`config.mk`:
```
export PLATFORM = sky130hd
export DESIGN_NAME = lru_page_replacement
export DESIGN_NICKNAME = d
export VERILOG_FILES = /design/src/hw/rtl/lpr_pkg.sv /design/src/hw/rtl/lpr_frame_mem.sv /design/src/hw/rtl/lpr_ctrl.sv /design/src/hw/rtl/lru_page_replacement.sv
export SDC_FILE = /design/constraint.sdc
export NUM_CORES = 1
export LEC_CHECK = 0
export ABC_CLOCK_PERIOD_IN_PS = 9000
export BUFFER_PORTS_ARGS = -buffer_cell sky130_fd_sc_hd__buf_4
export CORE_MARGIN = 3
export CORE_UTILIZATION = 45
export CTS_CLUSTER_SIZE = 25
export DETAILED_ROUTE_END_ITERATION = 12
export PLACE_DENSITY_LB_ADDON = 0.2
export REMOVE_ABC_BUFFERS = 1
export SKIP_CTS_REPAIR_TIMING = 1
export SYNTH_ARGS = -nofsm -noshare
export SYNTH_HDL_FRONTEND = slang
export SYNTH_HIERARCHICAL = 1
export SYNTH_SLANG_ARGS = --single-unit
```
`constraint.sdc`:
```
create_clock -name i_clk -period 9 [get_ports i_clk]
set_input_delay 1.8 -clock i_clk [delete_from_list [all_inputs] [get_ports i_clk]]
set_output_delay 1.8 -clock i_clk [all_outputs]
set_load 0.1 [all_outputs]
```
`src/hw/rtl/lpr_pkg.sv`:
```
// Shared types and constants for the LRU page replacement block.
// Depends on nothing; every other file of the block imports it.
package lpr_pkg;

    // Fixed port widths of the block
    localparam int CFG_W        = 4;
    localparam int PAGE_PORT_W  = 16;
    localparam int FRAME_PORT_W = 3;
    localparam int COUNT_W      = 32;

    // Reset value of the frames-in-use register
    localparam logic [CFG_W-1:0] CFG_RESET = 4'd8;

    // Sequencer states
    typedef enum logic [1:0] {
        S_IDLE,
        S_SCAN,
        S_DECIDE,
        S_SWEEP
    } t_state;

    // Strobes from the sequencer to the frame memory
    typedef struct packed {
        logic rd_en;
        logic page_we;
        logic rank_we;
    } t_mem_ctl;

endpackage

```
`src/hw/rtl/lpr_frame_mem.sv`:
```
// Frame memory: page number and recency rank of each frame, one read and
// one write port each, registered read data. Depends on lpr_pkg.
module lpr_frame_mem #(
    parameter int FRAMES    = 8,
    parameter int PAGE_BITS = 16,
    parameter int IW        = 3
) (
    input  logic                  i_clk,
    input  lpr_pkg::t_mem_ctl     i_ctl,
    input  logic [IW-1:0]         i_rd_addr,
    input  logic [IW-1:0]         i_wr_addr,
    input  logic [PAGE_BITS-1:0]  i_wr_page,
    input  logic [IW-1:0]         i_wr_rank,
    output logic [PAGE_BITS-1:0]  o_rd_page,
    output logic [IW-1:0]         o_rd_rank
);
    import lpr_pkg::*;

    logic [PAGE_BITS-1:0] page_mem [FRAMES];
    logic [IW-1:0]        rank_mem [FRAMES];
    logic [PAGE_BITS-1:0] r_rd_page;
    logic [IW-1:0]        r_rd_rank;

    // Write page and rank entries
    always_ff @(posedge i_clk) begin
        if (i_ctl.page_we) begin
            page_mem[i_wr_addr] <= i_wr_page;
        end
        if (i_ctl.rank_we) begin
            rank_mem[i_wr_addr] <= i_wr_rank;
        end
    end

    // Read both stores at one address, data valid the next cycle
    always_ff @(posedge i_clk) begin
        if (i_ctl.rd_en) begin
            r_rd_page <= page_mem[i_rd_addr];
            r_rd_rank <= rank_mem[i_rd_addr];
        end
    end

    assign o_rd_page = r_rd_page;
    assign o_rd_rank = r_rd_rank;

endmodule

```
`src/hw/rtl/lpr_ctrl.sv`:
```
// Sequencer of the LRU page replacement block: scans the active frames,
// picks hit, empty or oldest frame, sweeps ranks on a hit or eviction and issues the result.
// Depends on lpr_pkg; drives lpr_frame_mem.
module lpr_ctrl #(
    parameter int FRAMES    = 8,
    parameter int PAGE_BITS = 16,
    parameter int IW        = 3
) (
    input  logic                               i_clk,
    input  logic                               i_rst_n,
    input  logic                               start,
    output logic                               busy,
    input  logic [lpr_pkg::PAGE_PORT_W-1:0]    i_page_number,
    input  logic [lpr_pkg::CFG_W-1:0]          i_frames_cfg,
    output lpr_pkg::t_mem_ctl                  o_mem_ctl,
    output logic [IW-1:0]                      o_rd_addr,
    output logic [IW-1:0]                      o_wr_addr,
    output logic [PAGE_BITS-1:0]               o_wr_page,
    output logic [IW-1:0]                      o_wr_rank,
    input  logic [PAGE_BITS-1:0]               i_rd_page,
    input  logic [IW-1:0]                      i_rd_rank,
    output logic                               o_done,
    output logic                               o_was_hit,
    output logic [lpr_pkg::FRAME_PORT_W-1:0]   o_frame_used,
    output logic                               o_did_evict,
    output logic [lpr_pkg::PAGE_PORT_W-1:0]    o_evicted_page,
    output logic [lpr_pkg::COUNT_W-1:0]        o_fault_total
);
    import lpr_pkg::*;

    localparam int CW = $clog2(FRAMES + 1);

    // Control state
    t_state               r_state, n_state;
    logic                 r_chk_vld, n_chk_vld;
    logic [FRAMES-1:0]    r_valid, n_valid;
    logic [CW-1:0]        r_valid_cnt, n_valid_cnt;
    logic [COUNT_W-1:0]   r_fault_cnt, n_fault_cnt;
    logic                 r_done, n_done;

    // Per-item working registers
    logic [PAGE_BITS-1:0] r_page, n_page;
    logic [CW-1:0]        r_n, n_n;
    logic [CW-1:0]        r_rd_cnt, n_rd_cnt;
    logic [IW-1:0]        r_chk_idx, n_chk_idx;
    logic                 r_hit, n_hit;
    logic [IW-1:0]        r_hit_idx, n_hit_idx;
    logic [IW-1:0]        r_hit_rank, n_hit_rank;
    logic                 r_empty_fnd, n_empty_fnd;
    logic [IW-1:0]        r_empty_idx, n_empty_idx;
    logic                 r_min_fnd, n_min_fnd;
    logic [IW-1:0]        r_min_idx, n_min_idx;
    logic [IW-1:0]        r_min_rank, n_min_rank;
    logic [PAGE_BITS-1:0] r_min_page, n_min_page;
    logic [IW-1:0]        r_f, n_f;
    logic [IW-1:0]        r_r, n_r;

    // Result registers
    logic                    r_out_hit, n_out_hit;
    logic [FRAME_PORT_W-1:0] r_out_frame, n_out_frame;
    logic                    r_out_evict, n_out_evict;
    logic [PAGE_PORT_W-1:0]  r_out_evpage, n_out_evpage;

    // Combinational helpers
    logic                          issue;
    logic [IW-1:0]                 sel_f;
    logic [CW-1:0]                 cnt_m1;
    logic [PAGE_BITS+PAGE_PORT_W-1:0] page_in_wide;
    logic [PAGE_BITS+PAGE_PORT_W-1:0] page_out_wide;
    logic [IW+FRAME_PORT_W-1:0]    f_wide;

    assign page_in_wide  = {{PAGE_BITS{1'b0}}, i_page_number};
    assign page_out_wide = {{PAGE_PORT_W{1'b0}}, r_min_page};
    assign sel_f         = r_hit ? r_hit_idx : (r_empty_fnd ? r_empty_idx : r_min_idx);
    assign f_wide        = {{FRAME_PORT_W{1'b0}}, sel_f};
    assign cnt_m1        = r_valid_cnt - CW'(1);

    // Next state, memory strobes and result capture
    always_comb begin
        n_state      = r_state;
        n_valid      = r_valid;
        n_valid_cnt  = r_valid_cnt;
        n_fault_cnt  = r_fault_cnt;
        n_done       = 1'b0;
        n_page       = r_page;
        n_n          = r_n;
        n_rd_cnt     = r_rd_cnt;
        n_chk_idx    = r_rd_cnt[IW-1:0];
        n_hit        = r_hit;
        n_hit_idx    = r_hit_idx;
        n_hit_rank   = r_hit_rank;
        n_empty_fnd  = r_empty_fnd;
        n_empty_idx  = r_empty_idx;
        n_min_fnd    = r_min_fnd;
        n_min_idx    = r_min_idx;
        n_min_rank   = r_min_rank;
        n_min_page   = r_min_page;
        n_f          = r_f;
        n_r          = r_r;
        n_out_hit    = r_out_hit;
        n_out_frame  = r_out_frame;
        n_out_evict  = r_out_evict;
        n_out_evpage = r_out_evpage;
        issue        = 1'b0;
        o_mem_ctl    = '0;
        o_wr_addr    = r_chk_idx;
        o_wr_page    = r_page;
        o_wr_rank    = '0;

        unique case (r_state)
            S_IDLE: begin
                // Take the beat, clamp the frame count
                if (start) begin
                    n_page      = page_in_wide[PAGE_BITS-1:0];
                    if (i_frames_cfg == '0) begin
                        n_n = CW'(1);
                    end else if (int'(i_frames_cfg) > FRAMES) begin
                        n_n = CW'(FRAMES);
                    end else begin
                        n_n = CW'(i_frames_cfg);
                    end
                    n_rd_cnt    = '0;
                    n_hit       = 1'b0;
                    n_empty_fnd = 1'b0;
                    n_min_fnd   = 1'b0;
                    n_state     = S_SCAN;
                end
            end
            S_SCAN: begin
                // Read the next active frame while checking the previous one
                issue = (r_rd_cnt < r_n);
                if (issue) begin
                    n_rd_cnt = r_rd_cnt + CW'(1);
                end
                if (r_chk_vld) begin
                    if (!r_hit && r_valid[r_chk_idx] && (i_rd_page == r_page)) begin
                        n_hit      = 1'b1;
                        n_hit_idx  = r_chk_idx;
                        n_hit_rank = i_rd_rank;
                    end
                    if (!r_empty_fnd && !r_valid[r_chk_idx]) begin
                        n_empty_fnd = 1'b1;
                        n_empty_idx = r_chk_idx;
                    end
                    if (!r_min_fnd || (i_rd_rank < r_min_rank)) begin
                        n_min_fnd  = 1'b1;
                        n_min_idx  = r_chk_idx;
                        n_min_rank = i_rd_rank;
                        n_min_page = i_rd_page;
                    end
                    if (!issue) begin
                        n_state = S_DECIDE;
                    end
                end
            end
            S_DECIDE: begin
                // Pick the frame, latch the result fields, store the page on a fault
                n_f          = sel_f;
                n_r          = r_hit ? r_hit_rank : r_min_rank;
                n_out_hit    = r_hit;
                n_out_frame  = f_wide[FRAME_PORT_W-1:0];
                n_out_evict  = !r_hit && !r_empty_fnd;
                n_out_evpage = (!r_hit && !r_empty_fnd) ? page_out_wide[PAGE_PORT_W-1:0] : '0;
                o_wr_addr    = sel_f;
                if (!r_hit) begin
                    o_mem_ctl.page_we = 1'b1;
                    if (r_fault_cnt != '1) begin
                        n_fault_cnt = r_fault_cnt + COUNT_W'(1);
                    end
                end
                if (!r_hit && r_empty_fnd) begin
                    // Empty frame: it joins as the newest, no other rank moves
                    o_mem_ctl.rank_we = 1'b1;
                    o_wr_rank         = r_valid_cnt[IW-1:0];
                    n_valid[sel_f]    = 1'b1;
                    n_valid_cnt       = r_valid_cnt + CW'(1);
                    n_done            = 1'b1;
                    n_state           = S_IDLE;
                end else begin
                    n_rd_cnt = '0;
                    n_state  = S_SWEEP;
                end
            end
            S_SWEEP: begin
                // Read every frame's rank, write back the shifted one
                issue = (r_rd_cnt < CW'(FRAMES));
                if (issue) begin
                    n_rd_cnt = r_rd_cnt + CW'(1);
                end
                if (r_chk_vld) begin
                    if (r_chk_idx == r_f) begin
                        o_mem_ctl.rank_we = 1'b1;
                        o_wr_rank         = cnt_m1[IW-1:0];
                    end else if (r_valid[r_chk_idx] && (i_rd_rank > r_r)) begin
                        o_mem_ctl.rank_we = 1'b1;
                        o_wr_rank         = i_rd_rank - IW'(1);
                    end
                    if (!issue) begin
                        n_done  = 1'b1;
                        n_state = S_IDLE;
                    end
                end
            end
            default: begin
                n_state = S_IDLE;
            end
        endcase

        o_mem_ctl.rd_en = issue;
        n_chk_vld       = issue;
    end

    // Control registers
    always_ff @(posedge i_clk) begin
        if (!i_rst_n) begin
            r_state     <= S_IDLE;
            r_chk_vld   <= 1'b0;
            r_valid     <= '0;
            r_valid_cnt <= '0;
            r_fault_cnt <= '0;
            r_done      <= 1'b0;
        end else begin
            r_state     <= n_state;
            r_chk_vld   <= n_chk_vld;
            r_valid     <= n_valid;
            r_valid_cnt <= n_valid_cnt;
            r_fault_cnt <= n_fault_cnt;
            r_done      <= n_done;
        end
    end

    // Working and result registers
    always_ff @(posedge i_clk) begin
        r_page       <= n_page;
        r_n          <= n_n;
        r_rd_cnt     <= n_rd_cnt;
        r_chk_idx    <= n_chk_idx;
        r_hit        <= n_hit;
        r_hit_idx    <= n_hit_idx;
        r_hit_rank   <= n_hit_rank;
        r_empty_fnd  <= n_empty_fnd;
        r_empty_idx  <= n_empty_idx;
        r_min_fnd    <= n_min_fnd;
        r_min_idx    <= n_min_idx;
        r_min_rank   <= n_min_rank;
        r_min_page   <= n_min_page;
        r_f          <= n_f;
        r_r          <= n_r;
        r_out_hit    <= n_out_hit;
        r_out_frame  <= n_out_frame;
        r_out_evict  <= n_out_evict;
        r_out_evpage <= n_out_evpage;
    end

    assign busy           = (r_state != S_IDLE);
    assign o_rd_addr      = r_rd_cnt[IW-1:0];
    assign o_done         = r_done;
    assign o_was_hit      = r_out_hit;
    assign o_frame_used   = r_out_frame;
    assign o_did_evict    = r_out_evict;
    assign o_evicted_page = r_out_evpage;
    assign o_fault_total  = r_fault_cnt;

endmodule

```
`src/hw/rtl/lru_page_replacement.sv`:
```
// LRU page replacement: one page reference per start beat, one result beat
// marked by o_done. An item scans the n active frames, where n is the clamped
// frame count (1..FRAMES), and ends there when it fills an empty frame; a hit
// or an eviction adds a rank sweep over all FRAMES entries. The single read
// port of the frame memory sets this: the scan reads one active frame a cycle.
// busy is low in the cycle o_done is high, so the next start may land there.
// The result is shown for that one cycle only; the receiver cannot stall it.
// Depends on lpr_pkg, lpr_frame_mem and lpr_ctrl.
module lru_page_replacement #(
    parameter int FRAMES    = 8,
    parameter int PAGE_BITS = 16
) (
    input  logic                               i_clk,
    input  logic                               i_rst_n,
    input  logic                               start,
    output logic                               busy,
    input  logic [lpr_pkg::PAGE_PORT_W-1:0]    i_page_number,
    input  logic                               i_cfg_valid,
    output logic                               o_cfg_ready,
    input  logic [lpr_pkg::CFG_W-1:0]          i_cfg_data,
    output logic                               o_done,
    output logic                               o_was_hit,
    output logic [lpr_pkg::FRAME_PORT_W-1:0]   o_frame_used,
    output logic                               o_did_evict,
    output logic [lpr_pkg::PAGE_PORT_W-1:0]    o_evicted_page,
    output logic [lpr_pkg::COUNT_W-1:0]        o_fault_total
);
    import lpr_pkg::*;

    localparam int IW = (FRAMES > 1) ? $clog2(FRAMES) : 1;

    logic [CFG_W-1:0]     r_frames_cfg;
    t_mem_ctl             mem_ctl;
    logic [IW-1:0]        rd_addr;
    logic [IW-1:0]        wr_addr;
    logic [PAGE_BITS-1:0] wr_page;
    logic [IW-1:0]        wr_rank;
    logic [PAGE_BITS-1:0] rd_page;
    logic [IW-1:0]        rd_rank;

    // Hold the frames-in-use register, written on any cfg beat
    always_ff @(posedge i_clk) begin
        if (!i_rst_n) begin
            r_frames_cfg <= CFG_RESET;
        end else if (i_cfg_valid) begin
            r_frames_cfg <= i_cfg_data;
        end
    end

    assign o_cfg_ready = 1'b1;

    lpr_frame_mem #(
        .FRAMES    (FRAMES),
        .PAGE_BITS (PAGE_BITS),
        .IW        (IW)
    ) u_mem (
        .i_clk     (i_clk),
        .i_ctl     (mem_ctl),
        .i_rd_addr (rd_addr),
        .i_wr_addr (wr_addr),
        .i_wr_page (wr_page),
        .i_wr_rank (wr_rank),
        .o_rd_page (rd_page),
        .o_rd_rank (rd_rank)
    );

    lpr_ctrl #(
        .FRAMES    (FRAMES),
        .PAGE_BITS (PAGE_BITS),
        .IW        (IW)
    ) u_ctrl (
        .i_clk          (i_clk),
        .i_rst_n        (i_rst_n),
        .start          (start),
        .busy           (busy),
        .i_page_number  (i_page_number),
        .i_frames_cfg   (r_frames_cfg),
        .o_mem_ctl      (mem_ctl),
        .o_rd_addr      (rd_addr),
        .o_wr_addr      (wr_addr),
        .o_wr_page      (wr_page),
        .o_wr_rank      (wr_rank),
        .i_rd_page      (rd_page),
        .i_rd_rank      (rd_rank),
        .o_done         (o_done),
        .o_was_hit      (o_was_hit),
        .o_frame_used   (o_frame_used),
        .o_did_evict    (o_did_evict),
        .o_evicted_page (o_evicted_page),
        .o_fault_total  (o_fault_total)
    );

`ifndef NO_ASSERTIONS
    // An accepted beat makes the block busy on the next cycle
    a_start_busy: assert property (@(posedge i_clk) disable iff (!i_rst_n)
        (start && !busy) |=> busy)
        else $error("accepted start did not raise busy");

    // A result only follows a cycle of work
    a_done_after_busy: assert property (@(posedge i_clk) disable iff (!i_rst_n)
        o_done |-> $past(busy))
        else $error("result strobe without preceding work");

    // An eviction is always a fault
    a_evict_is_fault: assert property (@(posedge i_clk) disable iff (!i_rst_n)
        (o_done && o_did_evict) |-> !o_was_hit)
        else $error("eviction reported on a hit");

    // A fault result carries a nonzero fault total
    a_fault_counted: assert property (@(posedge i_clk) disable iff (!i_rst_n)
        (o_done && !o_was_hit) |-> (o_fault_total != '0))
        else $error("fault not counted");
`endif

endmodule

```
==> results of run 1 <==
[layer usage]
metal  global-route usage  part of all wire
met1               0.2414              0.46
met2               0.2818              0.48
met3              0.02309             0.043
met4              0.03818             0.017
met5                    0                 0
[final timing paths]
check / slack, ns / endpoint / cells past startpoint
setup / recovery: 5.54 / busy / 2
hold / removal: 0.46 / u_ctrl/r_valid[7] / 1
setup reg to reg: 5.59 / u_mem/page_mem[6][5] / 6
hold reg to reg: 0.46 / u_ctrl/r_valid[7] / 1
[critical path, cell delays in order (launching register included)]
cell	delay, ns
dfxtp_1	0.56
or2_2	0.24
buf_4	0.30
[placed cells by master (no fill, tap or decap), types with 3 or more instances in the layout]
master     instances
clkbuf_16         31
and2_1            21
or2_2              4
and3_1             4
mux2_4            18
nor3_1            13
xor2_1            15
o21bai_1           3
nand3_1           21
inv_1             26
o21a_1             5
o211ai_1           4
a21oi_1           22
a211oi_1           6
clkinv_1          11
nor2b_1            6
and4_1             3
edfxtp_1         253
o21ai_0           23
nand2b_1          10
mux4_1             9
xnor2_1           16
nor4_1             7
a31oi_1            8
mux4_2            31
nand2_1           44
nand4_1           13
bufinv_16          4
buf_4             96
mux2i_1           12
or3_1             14
nor2_1            49
clkinv_2           9
ha_1              13
dfxtp_1           54
[stage by stage]
stage	setup slack [ns]	hold slack, ns	cells	total power (uW)
final	5.544	0.4639	1253	3093
after floorplan	5.481	0.4315	758	1794
after CTS	5.515	0.4673	1253	3130
after detailed placement	5.600	0.4530	1195	1869
after global placement	5.649	0.4444	1195	1866
after global routing	5.285	0.4814	1253	3208
[logic make-up after synthesis]
| kind of cell | Yosys count |
|---|---|
| DFF | 307 |
| buffers and inverters | 61 |
| other | 1 |
| and+or+nand+nor | 221 |
| AOI/OAI and AO/OA | 86 |
| adders and majority gates | 13 |
| xor gates and xnor gates | 31 |
| muxes | 72 |
[state kept, by name (all words and copies together) (netlist names), 4 cells and up]
| name | cells |
|---|---|
| u_ctrl/o_evicted_page | 16 |
| u_ctrl/o_fault_total | 32 |
| u_ctrl/r_min_page | 16 |
| u_ctrl/r_rd_cnt | 4 |
| u_ctrl/r_n | 4 |
| u_mem/page_mem | 128 |
| u_ctrl/r_valid | 8 |
| u_ctrl/o_wr_page | 16 |
| u_mem/o_rd_page | 16 |
| u_mem/rank_mem | 24 |
| r_frames_cfg | 4 |
[layout make-up]
class | count | area, um2
Tap cell | 341 | 426.7
Fill cell | 2259 | 12630
Clock buffer | 32 | 779.5
Clock inverter | 26 | 224.0
Inverter | 27 | 101.3
Multi-Input combinational cell | 424 | 3468
Sequential cell | 307 | 8678
Timing Repair Buffer | 96 | 720.7
[power by group through the flow]
stage | clock (uW) | sequential (uW) | combinational (uW)
CTS | 1290 | 1610 | 230
floorplan | 0 | 1660 | 137
global placement | 0 | 1640 | 226
global route | 1350 | 1610 | 244
finish | 1260 | 1610 | 224
detailed placement | 0 | 1640 | 228
==> results.toml, run 1 <==
[pwr]
swShare = 0.2167
leakagePower_uw = 0.004934
fraction_of_power_consumed_by_combinational_cells = 0.072
seqPwrFrac = 0.521
power.internal_uw = 2423
switchingPower_uw = 670.3
pwr_density_cell_nw_per_um2 = 214.8
ir_worst_vdd_mv = 0.1687
share_clk_of_total_power = 0.407

[floorplan]
std_cell_core_area_um2 = 27030
num_io_pins = 80
core.rowCount = 60
die_width_um = 172.3
die_height_um = 172.3
total_die_area_um2 = 29680
initial_utilization = 0.4603

[clock_network]
clock_sinks = 307
post_cts_clock_slew_at_the_launch_and_capture_registers_of_the_worst_setup_and_hold_paths_ns = 0.06
htree_levels = 1
cts_buffers = 31
tritoncts = "done"
cts.path.max_buffers = 3
cts_root_buffer = "clkbuf_16"
clock_latency_ns = 0.55

[synth]
synth.distinct_cells = 56
post_synth_most_frequent_cells = "edfxtp_1 (253), dfxtp_1 (54), nor2_1 (51)"
synth-compound-area-share = 0.04274
cell_taking_the_most_area_after_synthesis = "edfxtp_1"
share_of_the_yosys_chip_area_belonging_to_registers = 0.6976
synth_top_flop_cell = "edfxtp_1"
synth-edff-count = 253
largest_family_of_logic_cells_by_synthesized_area = "multiplexers"
synthMostInstantiatedCell = "edfxtp_1"
yosys_warnings = 6
post_synth_fa_ha_maj_area_fraction = 0.01307
synth_mux_area_frac = 0.1083
async_flop_share = 0
synth_top_area_frac = 0.6107
synth_area_leaders = "edfxtp_1 (61%), dfxtp_1 (8.7%), mux4_2 (5.6%)"
synth_simple_gate_area_share = 0.09102
synthXorXnorAreaFrac = 0.02182
post_synthesis_instance_total = 792
synth_area_per_cell_um2 = 15.71
synth_area_um2 = 12440
synth.ff_latch_count = 307

[sta]
rsz0062_at_grt = "no"
slew_viol_final = 0
clock.fmax_mhz = 289.3
maxSlewHeadroom = 0.3142
final_worst_path_cycle_share = 0.3840
skew_ns = 0.007095
totalNegativeSetupSlack_ns = 0
finalHoldViolations = 0
timing.final.crit_period_ns = 3.456
max_slew.worst_pin.slew_ns = 1.018
finalSetupViolations = 0

[run_status]
run_status = "finished, final reports clean"

[job]
max_cap_viol_count = 0

[placed_design]
numPortBuffers = 78
placed_cell_areas_um2 = 13400
globalplace.congestion = 0.7784
place_hpwl_um = 15540

[detailed_routing]
vias_per_cell = 5.524
drtIter0Drc = 501
routed-via-count = 6921
drt_pass1_iterations = 5
post_drt_wl_per_cell_um = 19.96
drt-total-wl_um = 25010
route.antenna.remaining_nets = 0
remaining_drc_errors = 0

[layout]
antenna-diode-count = 0
finish.utilization = 0.5328
drive_gt1_frac = 0.2270
final_nets = 924
layout-area-overhead-vs-synth_pct = 15.74
design_area_final_um2 = 14400

[critical_path]
critical_path.startpoint_type = "register"
worst_ep_arrival_time_ns = 1.66
worst_setup_path_startpoint = "u_ctrl/r_state[1]"
critical_path_peak_fanout = 13
cp.required_ns = 7.20
critPathCaptureType = "primary output"
setup.worst_path.class = "reg2out"
r2r_start = "u_ctrl/r_hit"

[grt]
overflow = 0
grt_antenna_before_repair = 0
vias_in_the_first_global_route = 6775
grt_usage = 0.1696
first_pass_grt_wire_length_um = 38860
grt_max_degree = 44

[min_path]
min-delay-start = "u_ctrl/r_valid[7]"
min-delay-path-class = "reg2reg"
No activity file was read; power rests on OpenSTA's default activity.
==> run 2, diff against run 1 <==
Settings changed: ABC_CLOCK_PERIOD_IN_PS 9000 to 3300.
Clock period 9 ns to 3.3 ns, I/O delays scaled along.
==> results.toml, run 2 (same netlist as run 1, synthesis figures left out) <==
[run_status]
run_status = "finished, final reports clean"

[clock_network]
cts_buffers = 31
htree_levels = 1
cts.path.max_buffers = 3
clock_latency_ns = 0.55
cts_root_buffer = "clkbuf_16"
tritoncts = "done"
clock_sinks = 307
post_cts_clock_slew_at_the_launch_and_capture_registers_of_the_worst_setup_and_hold_paths_ns = 0.06

[layout]
nFillCells = 2221
design_area_final_um2 = 14520
antenna-diode-count = 0
layout.cells.most_common = "edfxtp_1"
drive_gt1_frac = 0.2405
largest-register = "u_mem/page_mem"
largest_reg_flops = 128
final_nets = 935
ff_latch_area_um2 = 8678
finalNonFillerCells = 1264
final_cell_mix = "edfxtp_1 (253), buf_4 (107), dfxtp_1 (54)"
multi_input_area_um2 = 3468
layout-area-overhead-vs-synth_pct = 16.75

[critical_path]
r2r.worst_path.cells = 7
cp.required_ns = 3.55
setup.worst_path.class = "reg2reg"
critical_path.slowest_cell = "nor2_1"
cp.buffers_inverters = 2
r2r_slack_ns = 0.44
critical_path_peak_fanout = 9
worst_ep_arrival_time_ns = 3.11
crit_family = "simple AND/OR/NAND/NOR gates"
cp_cell_sequence = "mux2i_1 -> o21ai_1 -> inv_1 -> o21ai_0 -> nand2b_1 -> nor2_1 -> buf_4"
r2r_start = "u_ctrl/r_empty_fnd"
worstReg2RegEnd = "u_mem/page_mem[4][9]"
critPathCaptureType = "register"
crit_path_largest_cell_delay_ns = 0.75
critical_path.startpoint_type = "register"

[floorplan]
initial_utilization = 0.4603
die_width_um = 172.3
std_cell_core_area_um2 = 27030
core.rowCount = 60
total_die_area_um2 = 29680
num_io_pins = 80
die_height_um = 172.3

[detailed_routing]
drtIter0Drc = 549
route.antenna.remaining_nets = 0
drt_pass1_iterations = 5
remaining_drc_errors = 0
post_drt_wl_per_cell_um = 20.07
drt-total-wl_um = 25370
routed-via-count = 6874
vias_per_cell = 5.438

[grt]
grt_usage = 0.1723
vias_in_the_first_global_route = 6751
overflow = 0
first_pass_grt_wire_length_um = 39230
grt_antenna_before_repair = 0
grt_max_degree = 43

[pwr]
pwr_density_cell_nw_per_um2 = 591.8
power_uw = 8595
ir_worst_vdd_mv = 0.4258
leakagePower_uw = 0.005006

[min_path]
min-delay-start = "i_page_number[4]"
min-delay-path-class = "in2reg"
hold_depth = 1
worst_hold_endpoint = "u_ctrl/o_wr_page[4]"

[placed_design]
placed_cell_areas_um2 = 13480
place_hpwl_um = 16290
numPortBuffers = 78
globalplace.congestion = 0.7960
pre_cts_worst_setup_slack_ns = 0.4257
placed_cells_incl_taps = 1206

[sta]
skew_ns = 0.006315
clock.fmax_mhz = 349.3
rsz0062_at_grt = "no"
timing.final.crit_period_ns = 2.863
max_slew.worst_pin.slew_ns = 0.9673
slew_viol_final = 0
finalSetupViolations = 0
finalHoldViolations = 0
fin_ws_ns = 0.4369
final_worst_path_cycle_share = 0.8676
totalNegativeSetupSlack_ns = 0
maxSlewHeadroom = 0.3527

[job]
max_cap_viol_count = 0
run 2: cell types whose count changed in the layout (fill, tap and decap cells not counted):
cell,before,now
clkinvlp_4,1,3
clkinv_1,11,5
bufinv_16,4,5
buf_4,96,107
clkinvlp_2,1,0
clkbuf_1,1,3
clkinv_4,0,2
run 2: cell type report:
cell class | instances | area share
sequential | 307 | 0.5975
multi-input combinational | 424 | 0.2388
timing repair buffer | 107 | 0.05531
clock buffer | 34 | 0.05419
tap | 341 | 0.02938
clock inverter | 24 | 0.01783
inverter | 27 | 0.006978
run 2: worst reg2reg max path, stage by stage (launching register included):
cell,delay [ns]
edfxtp_1,0.47
mux2i_1,0.22
o21ai_1,0.15
inv_1,0.21
o21ai_0,0.17
nand2b_1,0.24
nor2_1,0.75
buf_4,0.35
run 2: worst max-delay path by stage:
stage | startpoint | to | slack [ns] | cells after the start
finish | u_ctrl/r_empty_fnd | u_mem/page_mem[4][9] | 0.44 | 7
global route | u_ctrl/r_empty_fnd | u_mem/page_mem[4][12] | 0.20 | 7
CTS | u_ctrl/r_empty_fnd | u_mem/page_mem[4][9] | 0.38 | 7
detailed placement | u_ctrl/r_empty_fnd | u_mem/page_mem[4][2] | 0.43 | 7
global placement | u_ctrl/r_empty_fnd | u_mem/page_mem[4][14] | 0.50 | 7
floorplan | u_ctrl/r_rd_cnt[0] | u_mem/o_rd_page[0] | -0.03 | 5
run 2: through the flow:
| stage | hold WS, ns | utilization |
|---|---|---|
| floorplan | 0.4315 | - |
| detailed placement | 0.4560 | 0.4987 |
| global route | 0.2504 | 0.5374 |
| global placement | 0.4486 | 0.4987 |
| finish | 0.2822 | 0.5374 |
| CTS | 0.2525 | 0.5374 |
run 2: layer usage:
layer	track usage	routed length, um	up-vias
met3	0.02606	1206	25
met2	0.2767	12070	161
met4	0.03540	299	0
met5	0	0	-
met1	0.2535	11790	3451
li1	-	-	3237
run 2: report_power, final:
group,switching (uW),internal [uW],total (uW),leakage [uW]
Clock,1460,2110,3570,0.000511
Sequential,90.3,4300,4390,0.00270
Combinational,331,300,631,0.00179
Total,1880,6720,8600,0.00501
